$ cat src/rtl/assert_macros.svh
// assertion macros shared by the slot table rtl
// expects a clock named clk and a synchronous reset named rst in scope
`ifndef ASSERT_MACROS_SVH
`define ASSERT_MACROS_SVH

// property that must hold at every clock edge outside reset
`define ASSERT_ALWAYS(label, prop, msg) \
  label: assert property (@(posedge clk) disable iff (rst) (prop)) else $error(msg);

// same-cycle implication outside reset
`define ASSERT_IMPLY(label, ante, cons, msg) \
  label: assert property (@(posedge clk) disable iff (rst) (ante) |-> (cons)) else $error(msg);

// next-cycle implication outside reset
`define ASSERT_NEXT(label, ante, cons, msg) \
  label: assert property (@(posedge clk) disable iff (rst) (ante) |=> (cons)) else $error(msg);

`endif

$ cat src/rtl/grst_pkg.sv
// shared types and constants for the generational request slot table
// no dependencies
package grst_pkg;

  localparam int SLOTS_DEF = 64;
  localparam int OP_W      = 3;
  localparam int HANDLE_W  = 32;
  localparam int BYTES_W   = 24;
  localparam int CODE_W    = 8;
  localparam int STATUS_W  = 2;

  typedef enum logic [OP_W-1:0] {
    OP_ALLOC    = 3'd0,
    OP_APPEND   = 3'd1,
    OP_COMPLETE = 3'd2,
    OP_RELEASE  = 3'd3,
    OP_QUERY    = 3'd4
  } op_t;

  typedef enum logic [STATUS_W-1:0] {
    ST_UNKNOWN  = 2'd0,
    ST_PROGRESS = 2'd1,
    ST_FINISHED = 2'd2
  } slot_status_t;

  typedef enum logic [1:0] {
    S_IDLE,
    S_MOD,
    S_EXEC,
    S_LINK
  } state_t;

  // one row of the slot memory
  typedef struct packed {
    logic                present;
    logic                finished;
    logic [HANDLE_W-1:0] handle;
    logic [CODE_W-1:0]   code;
    logic [BYTES_W-1:0]  used;
    logic [BYTES_W-1:0]  room;
  } slot_entry_t;

endpackage

$ cat src/rtl/grst_ram.sv
// generic single write port, single read port ram with registered read
// depends on grst_pkg for default sizes
module grst_ram #(
  parameter int WIDTH = grst_pkg::HANDLE_W,
  parameter int DEPTH = grst_pkg::SLOTS_DEF
) (
  input  logic                     clk,
  input  logic                     we,
  input  logic [$clog2(DEPTH)-1:0] waddr,
  input  logic [WIDTH-1:0]         wdata,
  input  logic [$clog2(DEPTH)-1:0] raddr,
  output logic [WIDTH-1:0]         rdata
);

  logic [WIDTH-1:0] mem [DEPTH];

  // write port
  always_ff @(posedge clk) begin
    if (we) begin
      mem[waddr] <= wdata;
    end
  end

  // registered read port
  always_ff @(posedge clk) begin
    rdata <= mem[raddr];
  end

endmodule

$ cat config.mk
export PLATFORM = sky130hd
export DESIGN_NAME = grst_ram
export DESIGN_NICKNAME = d
export VERILOG_FILES = /design/src/rtl/assert_macros.svh /design/src/rtl/grst_pkg.sv /design/src/rtl/grst_ram.sv
export SDC_FILE = /design/constraint.sdc
export NUM_CORES = 2
export LEC_CHECK = 0
export BUFFER_PORTS_ARGS = -buffer_cell sky130_fd_sc_hd__buf_4
export CAP_MARGIN = 10
export CORE_MARGIN = 1.5
export CORE_UTILIZATION = 30
export DETAILED_ROUTE_END_ITERATION = 6
export SYNTH_ARGS = -nofsm -noshare
export SYNTH_HDL_FRONTEND = slang
export SYNTH_SLANG_ARGS = --single-unit
$ cat constraint.sdc
create_clock -name clk -period 5 [get_ports clk]
set_input_delay 0.5 -clock clk [delete_from_list [all_inputs] [get_ports clk]]
set_output_delay 0.5 -clock clk [all_outputs]
set_load 0.01 [all_outputs]
==> results.md <==
- Outcome: complete, no violations
- Final Hold Viols: 0
- Drt first pass iters: 7
- Die area: 265,000 sq um
- Fin cells: 7,275
- Detailed placement HPWL: 120,000 um
- CTS hold repair buffers: 0
- Met3 GRT Util: 3.15%
- Worst path max stage delay: 0.69 ns
- Post-Route Setup TNS: 0 ns
- Least-Margin Pin Slew: 1.28 ns
- P&R area growth vs syn: 16.3%
- Syn_nets: 3,370
- Port bufs: 77
- Worst r2r src: mem[11][23]
- Achievable Freq: 0.338 GHz
- # IOs: 78
- Synthesized cell area: 78,500 sq um
- Critical path cell sequence: buf_8 -> buf_12 -> mux4_2 -> mux2i_1 -> a21oi_1 -> a21oi_1 -> nor2_1
- Post-route ant nets: 0
- Final Skew: 0.0253 ns
- GPL Wtd Cong: 0.780
- Kind of start point of the critical path: input pin
- WL final: 208,000 um
- Placed Cells: 6,878
- CP max FO: 62
- Clock transition at path regs: 0.06 ns
- Insertion delay to the later sink of the worst-skew pair: 0.84 ns
- Nets: 3,639
- Avg Vias per Cell: 5.09
- Yosys warns: 0
- Grt total ovfl: 0
- Worst setup EP type: flip-flop
- Pin count of the biggest net entering global routing: 87
- Synth Register Bits: 2,080
- Crit path top cell by count: a21oi_1
- Min Clock Period, post-route: 2.96 ns
- CTS tree: yes
- DR WL/cell: 28.6 um
- Final setup viols: 0
- Starting Density: 30.2%
- Unique masters post-synth: 34
- Min-delay src: wdata[7]
- Clock root buffer: clkbuf_16
- First-pass GRT wire length: 290,000 um
- Met1 usage in global routing: 21.0%
- Mapped Cells: 3,324
- GRT met2 Usage: 25.2%
- Post-cts sizing count: 0
- Critical path's slowest cell: a21oi_1
- Die width: 515 um
- Crit share post-route: 59.2%
- Max H-tree Level: 4
- CTS sink count: 2,080
- CTS Buf Count: 209
- Post-CTS setup buffer count: 0
- Worst setup path class: in -> reg
- DRC viols: 0
- Crit path from: raddr[0]
- RSZ-0062 raised after global routing: false
- Critical path arrival: 3.63 ns
- CORE AREA: 260,000 sq um
- Seq/Total Area, Yosys: 79.1%
- Max-Cap Viols: 0
- GRT Total Usage: 15.6%
- Initial antenna violation count: 14
- Slew HR: 13.9%
- Final Max Slew Viols: 0
- Clock buffer depth: 3
- Leakage: 27.9 nW
- Floorplan row count: 187
- Share of layout cells above drive strength 1: 30.4%
- Req. time, crit path: 5.67 ns
- DR iter-0 viols: 4,704
- Syn Area/Cell: 23.6 sq um
- HP Class: in -> reg
- GR peak layer: met2
- P per Cell Area: 400 nW/um^2
- Die Span Y: 515 um
- Vias in the first global route: 37,500
- Vias: 37,000
- Peak VDD IR: 0.371 mV
- Fillers: 23,700
-- cell families after synthesis --
kind of cell	after synthesis	synth area share (%)
compound gates	202	1.67
buf+inv	182	1.13
simple gates	223	1.27
mux	637	16.8
flops	2080	79.1
-- cells in the mapped netlist, drive strengths merged --
| library cell | instances | area [sq um] |
|---|---|---|
| buf | 108 | 608 |
| a41o | 4 | 40.0 |
| o32ai | 4 | 35.0 |
| nand2b | 8 | 50.1 |
| or3 | 3 | 18.8 |
| nand4b | 1 | 8.76 |
| dfxtp | 32 | 641 |
| edfxtp | 2048 | 61500 |
| or3b | 5 | 43.8 |
| a311oi | 8 | 70.1 |
| o221ai | 27 | 236 |
| a21oi | 62 | 310 |
| o22ai | 84 | 526 |
| or2 | 3 | 18.8 |
| nor2b | 15 | 93.8 |
| a31oi | 1 | 6.26 |
| nor3 | 7 | 35.0 |
| mux2i | 93 | 931 |
| a22oi | 12 | 90.1 |
| and2 | 2 | 12.5 |
| mux4 | 544 | 12300 |
| clkbuf | 74 | 278 |
| nand2 | 26 | 97.6 |
| nor2 | 137 | 514 |
| and3 | 4 | 25.0 |
| nand4 | 2 | 12.5 |
| nand3b | 5 | 37.5 |
| nand3 | 5 | 25.0 |
-- sequential cells by signal, summed over array words and instances, names as in the netlist --
| signal | count |
|---|---|
| rdata | 32 |
| mem | 2048 |
-- path summary, 6_finish.rpt --
kind                endpoint  slack (ns)  cells after the start
setup / recovery   rdata[23]        2.04                      7
hold / removal    mem[14][7]        0.19                      1
setup reg to reg   rdata[23]        2.70                      5
hold reg to reg     rdata[4]        0.75                      4
-- where the power goes --
group	internal (mW)	leakage [nW]	switching, mW
combinational	0.686	5.98	1.12
clock	8.72	3.26	6.57
sequential	19.3	18.7	0.0934
-- cells in the final DEF (no fill, tap or decap), types with 3 or more instances in the layout --
cell type	n
a311oi_1	8
edfxtp_1	2048
clkinv_1	45
a21oi_1	62
a41o_1	4
nand2b_1	7
clkbuf_16	213
or3b_2	3
mux2i_1	93
inv_6	5
and3_1	4
nor2_4	62
buf_4	212
clkinv_8	3
a22oi_1	12
mux4_2	544
buf_12	24
clkinvlp_4	7
clkbuf_1	51
nor2_1	75
nor2b_1	15
diode_2	7
o32ai_1	4
nand2_1	26
nor3_1	5
nand3b_1	5
o221ai_1	27
bufinv_16	17
clkinv_2	42
buf_8	3
o22ai_1	84
or3_1	3
nand3_1	5
dfxtp_1	32
-- metrics by stage --
stage | util (%) | setup WS, ns | total power, mW | hold slack, ns | area (sq um)
4_1_cts | 35.1 | 2.03 | 36.8 | 0.151 | 91300
2_1_floorplan | - | 1.34 | 20.7 | 0.599 | 78500
5_1_grt | 35.1 | 1.94 | 37.5 | 0.177 | 91300
3_3_place_gp | 32.5 | 1.08 | 21.6 | 0.741 | 84600
3_5_place_dp | 32.5 | 1.12 | 21.6 | 0.742 | 84600
6_report | 35.1 | 2.04 | 36.5 | 0.194 | 91300
-- routing by layer --
layer,part of all wire (%),routed length (um)
met1,41,85100
met5,0.026,54
met4,2.9,6040
met3,7.6,15900
met2,49,101000
-- critical path: cells and delay by family --
kind | cells | cell delay (ns)
simple gates | 1 | 0.13
compound gates | 2 | 0.90
mux | 2 | 0.85
buf+inv | 2 | 1.08
-- layout make-up --
cell class / count / area (sq um) / share of cell area [%]
antenna: 7 / 17.5 / 0.0192
sequential: 2080 / 62100 / 68.1
tap: 3496 / 4370 / 4.79
timing repair buffer: 240 / 2130 / 2.33
multi-input combinational: 1062 / 16000 / 17.5
clock inverter: 124 / 1130 / 1.23
clock buffer: 266 / 5550 / 6.08
No activity file was read; power rests on OpenSTA's default activity.
