==> config.mk <==
export PLATFORM = sky130hd
export DESIGN_NAME = grst_mod
export DESIGN_NICKNAME = d
export VERILOG_FILES = /design/src/rtl/assert_macros.svh /design/src/rtl/grst_pkg.sv /design/src/rtl/grst_mod.sv
export SDC_FILE = /design/constraint.sdc
export NUM_CORES = 1
export LEC_CHECK = 0
export ABC_AREA = 1
export BUFFER_PORTS_ARGS = -buffer_cell sky130_fd_sc_hd__buf_2
export CAP_MARGIN = 0
export CORE_AREA = 2 2 39 41
export CTS_BUF_LIST = sky130_fd_sc_hd__clkbuf_4
export CTS_CLUSTER_SIZE = 24
export DETAILED_ROUTE_END_ITERATION = 12
export DIE_AREA = 0 0 41 43
export PLACE_DENSITY_LB_ADDON = 0.1
export SETUP_SLACK_MARGIN = 0.4
export SLEW_MARGIN = 40
export SYNTH_ARGS = -nofsm -noshare
export SYNTH_HDL_FRONTEND = slang
export SYNTH_SLANG_ARGS = --single-unit
==> constraint.sdc <==
create_clock -name clk -period 1.1 [get_ports clk]
set_input_delay 0.33 -clock clk [delete_from_list [all_inputs] [get_ports clk]]
set_output_delay 0.33 -clock clk [all_outputs]
set_load 0.02 [all_outputs]
==> src/rtl/assert_macros.svh <==
// assertion macros shared by the slot table rtl
// expects a clock named clk and a synchronous reset named rst in scope
`ifndef ASSERT_MACROS_SVH
`define ASSERT_MACROS_SVH

// property that must hold at every clock edge outside reset
`define ASSERT_ALWAYS(label, prop, msg) \
  label: assert property (@(posedge clk) disable iff (rst) (prop)) else $error(msg);

// same-cycle implication outside reset
`define ASSERT_IMPLY(label, ante, cons, msg) \
  label: assert property (@(posedge clk) disable iff (rst) (ante) |-> (cons)) else $error(msg);

// next-cycle implication outside reset
`define ASSERT_NEXT(label, ante, cons, msg) \
  label: assert property (@(posedge clk) disable iff (rst) (ante) |=> (cons)) else $error(msg);

`endif

==> src/rtl/grst_pkg.sv <==
// shared types and constants for the generational request slot table
// no dependencies
package grst_pkg;

  localparam int SLOTS_DEF = 64;
  localparam int OP_W      = 3;
  localparam int HANDLE_W  = 32;
  localparam int BYTES_W   = 24;
  localparam int CODE_W    = 8;
  localparam int STATUS_W  = 2;

  typedef enum logic [OP_W-1:0] {
    OP_ALLOC    = 3'd0,
    OP_APPEND   = 3'd1,
    OP_COMPLETE = 3'd2,
    OP_RELEASE  = 3'd3,
    OP_QUERY    = 3'd4
  } op_t;

  typedef enum logic [STATUS_W-1:0] {
    ST_UNKNOWN  = 2'd0,
    ST_PROGRESS = 2'd1,
    ST_FINISHED = 2'd2
  } slot_status_t;

  typedef enum logic [1:0] {
    S_IDLE,
    S_MOD,
    S_EXEC,
    S_LINK
  } state_t;

  // one row of the slot memory
  typedef struct packed {
    logic                present;
    logic                finished;
    logic [HANDLE_W-1:0] handle;
    logic [CODE_W-1:0]   code;
    logic [BYTES_W-1:0]  used;
    logic [BYTES_W-1:0]  room;
  } slot_entry_t;

endpackage

==> src/rtl/grst_mod.sv <==
// remainder of a handle by the slot count: reciprocal multiply, then multiply and subtract
// depends on grst_pkg
module grst_mod #(
  parameter int SLOTS = grst_pkg::SLOTS_DEF
) (
  input  logic                          clk,
  input  logic                          rst,
  input  logic                          start,
  input  logic [grst_pkg::HANDLE_W-1:0] value,
  output logic                          done,
  output logic [$clog2(SLOTS)-1:0]      rem
);
  import grst_pkg::*;

  localparam int IW  = $clog2(SLOTS);
  localparam int SH  = HANDLE_W + IW;
  localparam int PRW = 2 * HANDLE_W + 1;
  // rounded-up reciprocal, gives the exact quotient for every handle value
  localparam logic [63:0] RECIP_FULL =
    ((64'd1 << SH) + 64'(SLOTS) - 64'd1) / 64'(SLOTS);
  localparam logic [HANDLE_W:0] RECIP  = RECIP_FULL[HANDLE_W:0];
  localparam logic [IW-1:0]     DIV_LO = IW'(SLOTS);

  logic                run;
  logic [HANDLE_W-1:0] val;
  logic [HANDLE_W-1:0] quot;
  logic [PRW-1:0]      prod;

  // control: start registers into run, run into done; the remainder is valid with done
  always_ff @(posedge clk) begin
    if (rst) begin
      run  <= 1'b0;
      done <= 1'b0;
    end else begin
      run  <= start;
      done <= run;
    end
  end

  // quotient by the reciprocal
  always_comb begin
    prod = PRW'(val) * PRW'(RECIP);
  end

  // datapath
  always_ff @(posedge clk) begin
    if (start) begin
      val <= value;
    end
    if (run) begin
      quot <= HANDLE_W'(prod >> SH);
    end
  end

  // remainder is below the slot count, so the low bits suffice
  assign rem = val[IW-1:0] - quot[IW-1:0] * DIV_LO;

endmodule

==> impl_metrics.env <==
export IMPL_outcome="complete, but fails checks"
export IMPL_violations="setup timing"
export IMPL_die_w_um=41
export IMPL_grt_pass1_vias=180
export IMPL_synth_area_um2=235
export IMPL_cp_slowest_cell="edfxtp_1"
export IMPL_drive_gt1_frac=0.645
export IMPL_finalCriticalPeriod_ns=1.10
export IMPL_cts_sinks=8
export IMPL_synthCells=12
export IMPL_final_cell_mix="buf_2 (8), buf_6 (7), edfxtp_1 (6), clkbuf_4 (4)"
export IMPL_synth_nets=47
export IMPL_fmax_ghz=0.907
export IMPL_gp_congestion=0.464
export IMPL_worstSetupEndpointType="primary output"
export IMPL_final_util=0.293
export IMPL_syn2layout_area_growth_pct=72.3
export IMPL_detail_route_antenna_nets=0
export IMPL_worstPathArrival_ns=0.77
export IMPL_drc=0
export IMPL_port_buffers=15
export IMPL_ctsRootBufferMaster="clkbuf_4"
export IMPL_synth_top_area_share=0.766
export IMPL_skew_ns=0.0000652
export IMPL_critPathBufInv=1
export IMPL_synth_top_area_cell="edfxtp_1"
export IMPL_fillerInstances=150
export IMPL_crit_family="flip-flops"
export IMPL_layout_commonest_cell="buf_2"
export IMPL_layout_nets=67
export IMPL_power_density_nw_per_um2=1730
export IMPL_slowest_delay_ns=0.38
export IMPL_netlist_top_cells_area="edfxtp_1 (77%), dfxtp_1 (17%), inv_1 (3.2%)"
export IMPL_path_cells="buf_6"
export IMPL_dpl_worst_slack_ns=0.259
export IMPL_dr_total_vias=152
export IMPL_dp_hpwl_um=316
export IMPL_first_pass_iters=2
export IMPL_cts_max_level=1
export IMPL_yosysWarnings=0
export IMPL_grt_max_degree=8
export IMPL_wire_per_inst_um=8.45
export IMPL_avgSynthCellArea_um2=19.6
export IMPL_synth_seq_cells=8
export IMPL_grt_use_total=0.0639
export IMPL_fin_crit_sh=1.00
export IMPL_grt_pass1_wl_um=676
export IMPL_clock_path_buffers=2
export IMPL_setup_slack_ns=-0.00311
export IMPL_grt_overflow_total=0
export IMPL_totalPowerFinal_uw=703
export IMPL_p_leak_nw=0.180
export IMPL_worstPathMaxFanout=1
export IMPL_n_antenna_cell=0
export IMPL_hold_slack_ns=0.240
export IMPL_drv_slew=0
export IMPL_worst_setup_path_type="reg -> out"
export IMPL_yosys_cell_types_count=4
export IMPL_ir_drop_mv=0.673
export IMPL_avgViaCountPerCell=3.23
export IMPL_dieArea_um2=1760
export IMPL_multi_input_area_um2=7.51
export IMPL_setup_tns_ns=-0.00311
export IMPL_cap_violations=0
export IMPL_start_util=0.170
export IMPL_die_h_um=43
export IMPL_io_pins=42
export IMPL_core_um2=1380
export IMPL_insertion_delay_ns=0.25
export IMPL_antenna_found_initial=0
export IMPL_finalHoldViolCount=0
export IMPL_setup_viol=1
export IMPL_postCtsHoldBufs=0
export IMPL_dr_first_iter_drc_count=1
export IMPL_worstMarginPinSlew_ns=0.160
export IMPL_cts_setup_buffers=0
export IMPL_clkTransAtPathRegs_ns=0.06
export IMPL_routed_wl_um=397
export IMPL_cts_tree="yes"
export IMPL_std_cell_rows=14
export IMPL_ff_latch_area_um2=221
export IMPL_numCtsBuffers=3
export IMPL_cts_resized_gates=2
export IMPL_ys_seq_area_frac=0.936
export IMPL_rsz0062_at_grt="yes"
export IMPL_hp_class="in -> reg"
export IMPL_cp_start_kind="flop"
export IMPL_critPathRequiredTime_ns=0.77
export IMPL_slew_headroom=0.893
stage by stage:
| step | cell area [um2] | instances |
|---|---|---|
| 4_1_cts | 368 | 47 |
| 3_5_place_dp | 332 | 43 |
| 2_1_floorplan | 236 | 12 |
| 6_report | 405 | 47 |
| 5_1_grt | 405 | 47 |
| 3_3_place_gp | 332 | 43 |
power by group:
| group | internal, mW | switching [mW] | total, mW | leakage [nW] |
|---|---|---|---|---|
| sequential | 0.348 | 0.00860 | 0.357 | 0.0757 |
| clock | 0.163 | 0.0984 | 0.262 | 0.0184 |
| combinational | 0.0448 | 0.0393 | 0.0841 | 0.0861 |
| total | 0.557 | 0.146 | 0.703 | 0.180 |
cell usage after synthesis:
master    count
dfxtp_1       2
inv_1         2
edfxtp_1      6
nor2_1        2
logic make-up after synthesis:
family | synth area share
AND/OR/NAND/NOR | 0.0319
buffers and inverters | 0.0319
flip-flops | 0.936
per-layer routing:
layer / track usage / routed length [um]
met4: 0.0600 / 0
met1: 0.0532 / 124
met3: 0.0314 / 34
met5: 0 / 0
met2: 0.100 / 238
layout make-up:
cell class | instances | area share
Tap cell | 16 | 0.0494
Clock buffer | 4 | 0.0741
Timing Repair Buffer | 15 | 0.293
Sequential cell | 8 | 0.546
Multi-Input combinational cell | 2 | 0.0185
Inverter | 2 | 0.0185
sequential cells by signal, indices dropped and copies added, names as in the netlist:
signal  flops
run         1
done        1
val         6
path summary, 6_finish.rpt:
kind | startpoint | endpoint | slack (ns) | depth (start not counted)
worst max register to register | run$_SDFF_PP0_ | done$_SDFF_PP0_ | 0.64 | 2
worst min register to register | run$_SDFF_PP0_ | done$_SDFF_PP0_ | 0.40 | 2
worst min-delay path | rst | done$_SDFF_PP0_ | 0.24 | 2
worst max-delay path | val[3]$_DFFE_PP_ | rem[3] | -0.003 | 1
No activity file was read; power rests on OpenSTA's default activity.
